[src/hdl/vlt_pkg.sv]
// ----------------------------------------------------------------------------
// vlt_pkg
// Shared types and constants of the voxel line traversal unit.
// ----------------------------------------------------------------------------
package vlt_pkg;

	localparam int CELL_W       = 10;
	localparam int COORD_BITS   = 10;
	localparam int MAX_STEPS    = 63;
	localparam int QUEUE_DEPTH  = 2;
	localparam int NUM_AXES     = 3;

	typedef struct packed {
		logic [CELL_W-1:0] start_x;
		logic [CELL_W-1:0] start_y;
		logic [CELL_W-1:0] start_z;
		logic [CELL_W-1:0] end_x;
		logic [CELL_W-1:0] end_y;
		logic [CELL_W-1:0] end_z;
	} cmd_t;

	typedef struct packed {
		logic [CELL_W-1:0] cell_x;
		logic [CELL_W-1:0] cell_y;
		logic [CELL_W-1:0] cell_z;
		logic              last;
		logic              too_long;
	} result_t;

endpackage

[src/hdl/vlt_front.sv]
// ----------------------------------------------------------------------------
// vlt_front
// Classifies a line request: per-axis span and direction, span limit check.
// ----------------------------------------------------------------------------
module vlt_front #(
	parameter int COORD_BITS = vlt_pkg::COORD_BITS,
	parameter int MAX_STEPS  = vlt_pkg::MAX_STEPS,
	localparam int CW        = COORD_BITS,
	localparam int SW        = $clog2(MAX_STEPS + 1),
	localparam int ENTRY_W   = 4 + 3 * SW + 3 * CW
) (
	input  vlt_pkg::cmd_t       cmd,
	output logic [ENTRY_W-1:0]  entry
);

	logic [CW-1:0]   s [3];
	logic [CW-1:0]   e [3];
	logic [CW-1:0]   d [3];
	logic [2:0]      up;
	logic [CW+1:0]   total;
	logic            too_long;

	assign s[0] = CW'(cmd.start_x);
	assign s[1] = CW'(cmd.start_y);
	assign s[2] = CW'(cmd.start_z);
	assign e[0] = CW'(cmd.end_x);
	assign e[1] = CW'(cmd.end_y);
	assign e[2] = CW'(cmd.end_z);

	always_comb begin
		total = '0;
		for (int i = 0; i < 3; i++) begin
			up[i] = (e[i] >= s[i]);
			d[i]  = up[i] ? (e[i] - s[i]) : (s[i] - e[i]);
			total = total + (CW + 2)'(d[i]);
		end
		too_long = (total > (CW + 2)'(MAX_STEPS));
	end

	// spans fit in SW bits whenever the line is within the limit
	assign entry = {too_long, up, SW'(d[2]), SW'(d[1]), SW'(d[0]), s[2], s[1], s[0]};

endmodule

[src/hdl/vlt_queue.sv]
// ----------------------------------------------------------------------------
// vlt_queue
// Short FIFO between the classifying front and the walking back end.
// ----------------------------------------------------------------------------
module vlt_queue #(
	parameter int W     = 8,
	parameter int DEPTH = vlt_pkg::QUEUE_DEPTH,
	localparam int PTR_W = (DEPTH > 1) ? $clog2(DEPTH) : 1,
	localparam int CNT_W = $clog2(DEPTH + 1)
) (
	input  logic          clk,
	input  logic          arst_n,
	input  logic          push,
	input  logic [W-1:0]  wdata,
	input  logic          pop,
	output logic [W-1:0]  rdata,
	output logic          full,
	output logic          empty
);

	logic [W-1:0]     mem_q [DEPTH];
	logic [PTR_W-1:0] wr_ptr_q;
	logic [PTR_W-1:0] rd_ptr_q;
	logic [CNT_W-1:0] count_q;

	function automatic logic [PTR_W-1:0] ptr_inc(input logic [PTR_W-1:0] p);
		ptr_inc = (p == PTR_W'(DEPTH - 1)) ? '0 : p + 1'b1;
	endfunction

	assign full  = (count_q == CNT_W'(DEPTH));
	assign empty = (count_q == '0);
	assign rdata = mem_q[rd_ptr_q];

	always_ff @(posedge clk) begin
		if (push)
			mem_q[wr_ptr_q] <= wdata;
	end

	always_ff @(posedge clk or negedge arst_n) begin
		if (!arst_n) begin
			wr_ptr_q <= '0;
			rd_ptr_q <= '0;
			count_q  <= '0;
		end else begin
			if (push)
				wr_ptr_q <= ptr_inc(wr_ptr_q);
			if (pop)
				rd_ptr_q <= ptr_inc(rd_ptr_q);
			if (push && !pop)
				count_q <= count_q + 1'b1;
			else if (pop && !push)
				count_q <= count_q - 1'b1;
		end
	end

endmodule

[src/hdl/vlt_back.sv]
// ----------------------------------------------------------------------------
// vlt_back
// Walks one classified line, one voxel per cycle, using exact crossing-time
// comparison by cross products.
// ----------------------------------------------------------------------------
module vlt_back #(
	parameter int COORD_BITS = vlt_pkg::COORD_BITS,
	parameter int MAX_STEPS  = vlt_pkg::MAX_STEPS,
	localparam int CW        = COORD_BITS,
	localparam int SW        = $clog2(MAX_STEPS + 1),
	localparam int PW        = 2 * SW + 1,
	localparam int ENTRY_W   = 4 + 3 * SW + 3 * CW
) (
	input  logic                 clk,
	input  logic                 arst_n,
	input  logic                 empty,
	input  logic [ENTRY_W-1:0]   entry,
	output logic                 pop,
	output logic                 strobe,
	output vlt_pkg::result_t     result
);

	logic               run_q;
	logic [CW-1:0]      cur_q  [3];
	logic [SW-1:0]      span_q [3];
	logic [SW-1:0]      done_q [3];
	logic [2:0]         up_q;
	logic               strobe_q;
	vlt_pkg::result_t   out_q;

	// entry fields
	logic [CW-1:0]      e_cur  [3];
	logic [SW-1:0]      e_span [3];
	logic [2:0]         e_up;
	logic               e_too_long;
	logic               e_zero;

	// walk step
	logic [2:0]         act;
	logic [2:0]         step;
	logic [SW:0]        t      [3];
	logic [SW-1:0]      nxt_done [3];
	logic [CW-1:0]      nxt_cur  [3];
	logic               at_end;

	always_comb begin
		for (int i = 0; i < 3; i++) begin
			e_cur[i]  = entry[i*CW +: CW];
			e_span[i] = entry[3*CW + i*SW +: SW];
		end
		e_up       = entry[3*CW + 3*SW +: 3];
		e_too_long = entry[ENTRY_W-1];
		e_zero     = (e_span[0] == '0) && (e_span[1] == '0) && (e_span[2] == '0);
	end

	assign pop = !empty && !run_q;

	// axis i crosses next at t_i/(2*a_i); it steps if no active axis is earlier
	always_comb begin
		for (int i = 0; i < 3; i++) begin
			act[i] = (done_q[i] < span_q[i]);
			t[i]   = {done_q[i], 1'b1};
		end
		at_end = 1'b1;
		for (int i = 0; i < 3; i++) begin
			step[i] = act[i];
			for (int j = 0; j < 3; j++) begin
				if (j != i && act[j] &&
				    (PW'(t[i]) * PW'(span_q[j]) > PW'(t[j]) * PW'(span_q[i])))
					step[i] = 1'b0;
			end
			nxt_done[i] = done_q[i] + SW'(step[i]);
			if (!step[i])
				nxt_cur[i] = cur_q[i];
			else if (up_q[i])
				nxt_cur[i] = cur_q[i] + 1'b1;
			else
				nxt_cur[i] = cur_q[i] - 1'b1;
			at_end = at_end && (nxt_done[i] >= span_q[i]);
		end
	end

	always_ff @(posedge clk or negedge arst_n) begin
		if (!arst_n) begin
			run_q    <= 1'b0;
			strobe_q <= 1'b0;
		end else begin
			strobe_q <= pop || run_q;
			if (pop)
				run_q <= !(e_too_long || e_zero);
			else if (run_q)
				run_q <= !at_end;
		end
	end

	always_ff @(posedge clk) begin
		if (pop) begin
			for (int i = 0; i < 3; i++) begin
				cur_q[i]  <= e_cur[i];
				span_q[i] <= e_span[i];
				done_q[i] <= '0;
			end
			up_q <= e_up;
			out_q.cell_x   <= e_too_long ? '0 : vlt_pkg::CELL_W'(e_cur[0]);
			out_q.cell_y   <= e_too_long ? '0 : vlt_pkg::CELL_W'(e_cur[1]);
			out_q.cell_z   <= e_too_long ? '0 : vlt_pkg::CELL_W'(e_cur[2]);
			out_q.last     <= e_too_long || e_zero;
			out_q.too_long <= e_too_long;
		end else if (run_q) begin
			for (int i = 0; i < 3; i++) begin
				cur_q[i]  <= nxt_cur[i];
				done_q[i] <= nxt_done[i];
			end
			out_q.cell_x   <= vlt_pkg::CELL_W'(nxt_cur[0]);
			out_q.cell_y   <= vlt_pkg::CELL_W'(nxt_cur[1]);
			out_q.cell_z   <= vlt_pkg::CELL_W'(nxt_cur[2]);
			out_q.last     <= at_end;
			out_q.too_long <= 1'b0;
		end
	end

	assign strobe = strobe_q;
	assign result = out_q;

endmodule

[src/hdl/voxel_line_traversal_unit.sv]
// ----------------------------------------------------------------------------
// voxel_line_traversal_unit
// Emits every voxel crossed by a within-limit segment between voxel centers.
// ----------------------------------------------------------------------------
// With the queue and walk idle, an accepted request is written into the queue,
// popped by the walk, and its first result is registered in strobe_q/out_q.
// A line of summed span n gives up to n+1 results (at most 64), fewer on ties,
// on consecutive cycles; the next queued line pops during the last result, so
// lines follow with no gap. Equal-endpoint or too-long lines give one result.
// busy rises when the two-entry request queue is full. Results cannot stall.
// Reset: asynchronous, clears queue pointers and walk control; no results.
module voxel_line_traversal_unit #(
	parameter int COORD_BITS = vlt_pkg::COORD_BITS,
	parameter int MAX_STEPS  = vlt_pkg::MAX_STEPS
) (
	input  logic               clk,
	input  logic               arst_n,
	input  logic               start,
	output logic               busy,
	input  vlt_pkg::cmd_t      cmd,
	output logic               strobe,
	output vlt_pkg::result_t   result
);

	localparam int SW      = $clog2(MAX_STEPS + 1);
	localparam int ENTRY_W = 4 + 3 * SW + 3 * COORD_BITS;

	logic [ENTRY_W-1:0] f_entry;
	logic [ENTRY_W-1:0] q_entry;
	logic               q_full;
	logic               q_empty;
	logic               q_pop;
	logic               push;

	// request beat
	assign push = start && !q_full;
	assign busy = q_full;

	vlt_front #(
		.COORD_BITS (COORD_BITS),
		.MAX_STEPS  (MAX_STEPS)
	) u_front (
		.cmd   (cmd),
		.entry (f_entry)
	);

	vlt_queue #(
		.W     (ENTRY_W),
		.DEPTH (vlt_pkg::QUEUE_DEPTH)
	) u_queue (
		.clk    (clk),
		.arst_n (arst_n),
		.push   (push),
		.wdata  (f_entry),
		.pop    (q_pop),
		.rdata  (q_entry),
		.full   (q_full),
		.empty  (q_empty)
	);

	vlt_back #(
		.COORD_BITS (COORD_BITS),
		.MAX_STEPS  (MAX_STEPS)
	) u_back (
		.clk    (clk),
		.arst_n (arst_n),
		.empty  (q_empty),
		.entry  (q_entry),
		.pop    (q_pop),
		.strobe (strobe),
		.result (result)
	);

endmodule

[config.mk]
export PLATFORM = sky130hd
export DESIGN_NAME = voxel_line_traversal_unit
export DESIGN_NICKNAME = d
export VERILOG_FILES = /design/src/hdl/vlt_pkg.sv /design/src/hdl/vlt_front.sv /design/src/hdl/vlt_queue.sv /design/src/hdl/vlt_back.sv /design/src/hdl/voxel_line_traversal_unit.sv
export SDC_FILE = /design/constraint.sdc
export NUM_CORES = 1
export LEC_CHECK = 0
export BUFFER_PORTS_ARGS = -buffer_cell sky130_fd_sc_hd__buf_2
export CAP_MARGIN = 20
export CORE_ASPECT_RATIO = 0.5
export CORE_MARGIN = 4
export CORE_UTILIZATION = 25
export DETAILED_ROUTE_END_ITERATION = 7
export PLACE_DENSITY_LB_ADDON = 0.15
export SLEW_MARGIN = 10
export SYNTH_ARGS = -nofsm -noshare
export SYNTH_HDL_FRONTEND = slang
export SYNTH_SLANG_ARGS = --single-unit
[constraint.sdc]
create_clock -name clk -period 14.87 [get_ports clk]
set_clock_uncertainty 0.05 [all_clocks]
set_input_delay 1.487 -clock clk [delete_from_list [all_inputs] [get_ports clk]]
set_output_delay 1.487 -clock clk [all_outputs]
set_load 0.03 [all_outputs]
==> flow_metrics.tcl, run 1 <==
set metrics [dict create \
    synth_edf_count 205 \
    synth_area_um2 22600 \
    synth_top_cell_area_share 0.272 \
    top_layer_used "met5" \
    postSynthCellCount 2312 \
    setup_viol 0 \
    path_clk_slew_ns 0.06 \
    grt_overflow 0 \
    crit_path_end_kind "register" \
    clock_sinks 211 \
    critPathLaunchType "register" \
    die_area_um2 95700 \
    area_growth_syn_to_layout_pct 11.4 \
    drv_slew 0 \
    path_max_fanout 17 \
    tightest_slew_ns 0.966 \
    crit_arrival_ns 9.00 \
    hp-class "reg -> reg" \
    core_um2 89000 \
    crit_type "reg -> reg" \
    cts_tree "done" \
    fp-row-count 77 \
    root_buffer "clkbuf_16" \
    crit_required_ns 15.08 \
    hold_buffers 0 \
    cts_resized 0 \
    synth_warnings 0 \
    cts_buffers 26 \
    drc 0 \
    synth.distinct_cells 86 \
    crit_family "compound AO/OA/AOI/OAI gates" \
    wl_met3_um 1830 \
    ys_top_cells_by_area "edfxtp_1, ha_1, fa_1, inv_1, and2_1" \
    cp_num_buf_inv 3 \
    netlist.top_cell.by_area "edfxtp_1" \
    fillerInstances 9433 \
    io_pins 97 \
    hpwl_um 50200 \
    yosysMostFrequentCell "inv_1" \
    routed_wl_um 64500 \
    fin_nets 2872 \
    dp_cells 3523 \
    cap_violations 0 \
    first_pass_iters 5 \
    port_buffers 96 \
    avgSynthCellArea_um2 9.79 \
    ys_async_sr_fraction 0.0284 \
    die_w_um 434 \
    grt_pass1_wl_um 99900 \
    crit_path_max_incr_delay_ns 0.71 \
    syn_nets 2818 \
    finalSetupTns_ns 0 \
    period_needed_ns 8.79 \
    grt_pass1_vias 16900 \
    yosysSeqAreaShare 0.279 \
    synth_ff_type "edfxtp_1" \
    max-clock-path-buffers 3 \
    wl_met1_um 31400 \
    via_per_inst 4.61 \
    grt_max_degree 55 \
    start_util 0.254 \
    ant_nets 0 \
    crit_slowest_cell "edfxtp_1" \
    gp_congestion 0.776 \
    wl_per_cell_um 18.0 \
    met2_length_um 30200 \
    postCtsSetupBuffers 0 \
    drive_gt1_frac 0.0993 \
    layoutNonFillerInstCount 3572 \
    fin_crit_sh 0.591 \
    hold_viol 0 \
    synth_common_cells "inv_1, ha_1, edfxtp_1, and2_1, nand2_1" \
    clk_latency_ns 0.54 \
    max_freq_mhz 114 \
    drt-initial-drc-count 811 \
    antenna_found_initial 3 \
    status "complete, no violations" \
    synth_seq_cells 211 \
    die_h_um 221 \
    cts-htree-levels 1 \
    relSlewSlack 0.352 \
    rsz0062_at_grt "no" \
    grt_use_total 0.134 \
    crit_top_cell "ha_1" \
    num_vias 16500 \
]
[layout make-up]
cell class	instances	area, µm²	area share
multi-input cells	1671	14700	0.582
flip-flops and latches	211	6310	0.250
well taps	1185	1480	0.0588
inverters	348	1310	0.0520
clock buffers	33	698	0.0277
repair buffers	108	571	0.0226
clock inverters	15	164	0.00650
diodes	1	2.50	0.0000992
[registers in the layout, indices dropped and copies added, names as in the netlist]
signal / count
u_back.cur_q: 30
u_back.done_q: 18
u_back.result: 32
u_back.run_q: 1
u_back.span_q: 18
u_back.strobe: 1
u_back.up_q: 3
u_queue.count_q: 2
u_queue.mem_q: 104
u_queue.rd_ptr_q: 1
u_queue.wr_ptr_q: 1
[placed cells by master (no fill, tap or decap), drive strengths merged, types with 18 or more instances in the layout]
| cell | instances |
|---|---|
| xnor2 | 62 |
| o221ai | 22 |
| nand3 | 23 |
| mux2 | 36 |
| edfxtp | 205 |
| nand2 | 139 |
| nor2 | 85 |
| xor2 | 48 |
| clkbuf | 33 |
| o21bai | 22 |
| a21oi | 119 |
| a211oi | 22 |
| inv | 348 |
| o21ai | 60 |
| fa | 137 |
| mux2i | 35 |
| and2 | 201 |
| nor2b | 18 |
| nor3 | 40 |
| o21a | 18 |
| ha | 306 |
| buf | 108 |
| nand4 | 22 |
| a21o | 51 |
[cells by family after synthesis]
| family | Yosys count | share of synthesized area |
|---|---|---|
| xor+xnor | 110 | 0.0426 |
| compound gates | 438 | 0.137 |
| fa+ha+maj | 443 | 0.290 |
| buf+inv | 430 | 0.0737 |
| simple gates | 609 | 0.144 |
| mux | 71 | 0.0334 |
| flops | 211 | 0.279 |
[final timing paths]
kind | endpoint | from | cells past startpoint | slack [ns]
setup / recovery | u_back.result[1] | u_back.done_q[0][14] | 29 | 6.08
max in group asynchronous | u_back.run_q | arst_n | 1 | 13.86
min in group asynchronous | u_queue.wr_ptr_q | arst_n | 1 | 0.73
setup reg to reg | u_back.result[1] | u_back.done_q[0][14] | 29 | 6.08
hold / removal | u_back.up_q[1] | u_queue.mem_q[0][49] | 1 | 0.50
hold reg to reg | u_back.up_q[1] | u_queue.mem_q[0][49] | 1 | 0.50
[through the flow]
stage / util / cell area [µm²] / hold WS [ns] / worst slack [ns]
floorplan: - / 22600 / 0.411 / 7.61
global placement: 0.274 / 24400 / 0.481 / 6.23
detailed placement: 0.274 / 24400 / 0.483 / 6.11
CTS: 0.283 / 25200 / 0.499 / 6.09
global route: 0.283 / 25200 / 0.507 / 5.42
finish: 0.283 / 25200 / 0.499 / 6.08
[per-layer routing]
metal,up-vias,global-route usage
li1,8141,-
met1,8067,0.187
met2,214,0.229
met3,54,0.0112
met4,2,0.0246
met5,-,0
Power of run 1 is left out: the tool's default activity adds up to more than one toggle a clock period on the data nets, which glitch-free logic cannot reach.
==> inputs of run 2 (changes only) <==
==> constraint.sdc (replaced) <==
create_clock -name clk -period 8.1 [get_ports clk]
set_clock_uncertainty 0.05 [all_clocks]
set_input_delay 0.81 -clock clk [delete_from_list [all_inputs] [get_ports clk]]
set_output_delay 0.81 -clock clk [all_outputs]
set_load 0.03 [all_outputs]
==> run 2 against run 1 <==
Highest routed layer unchanged. Cell count up 2.1%. Global-route usage up 0.62 points. Critical path depth up 1.
==> flow_metrics.tcl, run 2 (same netlist as run 1, synthesis figures left out) <==
set metrics [dict create \
    status "complete, no violations" \
    path_clk_slew_ns 0.06 \
    r2r_setup_slack_ns 0.42 \
    clk_latency_ns 0.57 \
    grt_pass1_wl_um 104000 \
    critPathLaunchType "register" \
    via_per_inst 4.59 \
    crit_start "u_back.done_q[0][12]" \
    cts_tree "done" \
    num_vias 16700 \
    grt_overflow 0 \
    final_common_cell "inv_1" \
    core_um2 89000 \
    hpwl_um 52400 \
    drv_slew 0 \
    grt_pass1_vias 17200 \
    tightest_slew_ns 0.998 \
    cap_violations 0 \
    clock_sinks 211 \
    grt_max_degree 53 \
    largest_reg_flops 104 \
    fp-row-count 77 \
    finalSetupTns_ns 0 \
    first_pass_iters 5 \
    area_growth_syn_to_layout_pct 14.5 \
    antenna_found_initial 3 \
    gp_congestion 0.784 \
    path_max_fanout 5 \
    ant_nets 0 \
    mostFrequentLayoutCells "inv_1, ha_1, edfxtp_1" \
    crit_arrival_ns 7.91 \
    relSlewSlack 0.330 \
    grt_use_met2 0.233 \
    crit_required_ns 8.33 \
    ff2ff_path_depth 30 \
    fin_nets 2949 \
    crit_path_end_kind "register" \
    rsz0062_at_grt "no" \
    cts-htree-levels 1 \
    crit_type "reg -> reg" \
    hold_viol 0 \
    max-clock-path-buffers 3 \
    crit_top_cell "ha_1" \
    hp-class "in -> async" \
    drt-initial-drc-count 1005 \
    fin_area_um2 25900 \
    top_register "u_queue.mem_q" \
    busiest_layer "met2" \
    die_area_um2 95700 \
    drc 0 \
    grt_use_total 0.140 \
    setup_viol 0 \
    drive_gt1_frac 0.128 \
    gr-usage-met1 0.197 \
    crit_path_max_incr_delay_ns 0.55 \
    wl_per_cell_um 18.3 \
    globalRouteMet3Util 0.0151 \
    port_buffers 96 \
    die_h_um 221 \
    max_freq_mhz 130 \
    root_buffer "clkbuf_16" \
    reg2reg_from "u_back.done_q[0][12]" \
    start_util 0.254 \
    crit_end "u_back.result[1]" \
    period_needed_ns 7.68 \
    fin_crit_sh 0.948 \
    placed_area_um2 24800 \
    crit_slowest_cell "fa_1" \
    multiInputGateArea_um2 14700 \
    cts_buffers 26 \
    die_w_um 434 \
    regArea_um2 6310 \
    io_pins 97 \
    fillerInstances 9447 \
    r2r_end "u_back.result[1]" \
    routed_wl_um 66900 \
]
==> run 2: changes by cell type in the layout (fill, tap and decap cells not counted), moves of 2 or more <==
cell | before | now
o311ai_1 | 8 | 10
o21ai_0 | 51 | 49
clkbuf_1 | 6 | 4
buf_12 | 0 | 5
o311ai_0 | 5 | 3
bufinv_16 | 3 | 5
buf_4 | 12 | 84
o21ai_1 | 7 | 9
clkinv_4 | 2 | 0
==> run 2: worst min-delay path by stage <==
stage | end | slack [ns]
floorplan | u_queue.wr_ptr_q | 0.41
global placement | u_queue.wr_ptr_q | 0.48
detailed placement | u_queue.wr_ptr_q | 0.48
CTS | u_back.strobe | 0.006
global route | u_back.strobe | 0.0009
finish | u_queue.count_q[0] | 0.03
==> run 2: per-layer routing <==
metal	wire length [µm]	share of wire
met5	13	0.00019
met4	1390	0.021
met3	1720	0.026
met2	30600	0.46
met1	33100	0.50
==> run 2: timing repair <==
item / in CTS / in global routing
setup endpoints to repair: 0 / 2
buffers inserted: 0 / 18
hold buffers: 0 / 0
resized for setup: 0 / 7
==> run 2: per-stage QoR <==
step | cells | setup WS, ns | utilization | hold WS, ns
final | 3648 | 0.425 | 0.291 | 0.0317
after global routing | 3646 | 0.00759 | 0.291 | 0.000882
after CTS | 3627 | 0.131 | 0.289 | 0.00628
after detailed placement | 3581 | 0.189 | 0.279 | 0.484
after global placement | 3581 | 0.276 | 0.279 | 0.480
after floorplan | 2312 | 0.844 | - | 0.411
==> run 2: area by class of cell <==
type,instances,share of cell area
multi-input combinational,1671,0.567
sequential,211,0.243
tap,1185,0.0572
inverter,348,0.0506
timing repair buffer,185,0.0467
clock buffer,30,0.0257
clock inverter,16,0.00898
antenna,2,0.000193
==> run 2: critical path, delay by kind of cell (launching register included) <==
| family | cells | cell delay, ns |
|---|---|---|
| adders and majority gates | 8 | 3.04 |
| AOI/OAI and AO/OA | 13 | 2.42 |
| and+or+nand+nor | 5 | 1.04 |
| DFF | 1 | 0.50 |
| buffers and inverters | 4 | 0.33 |
Power of run 2 is left out for the same reason.
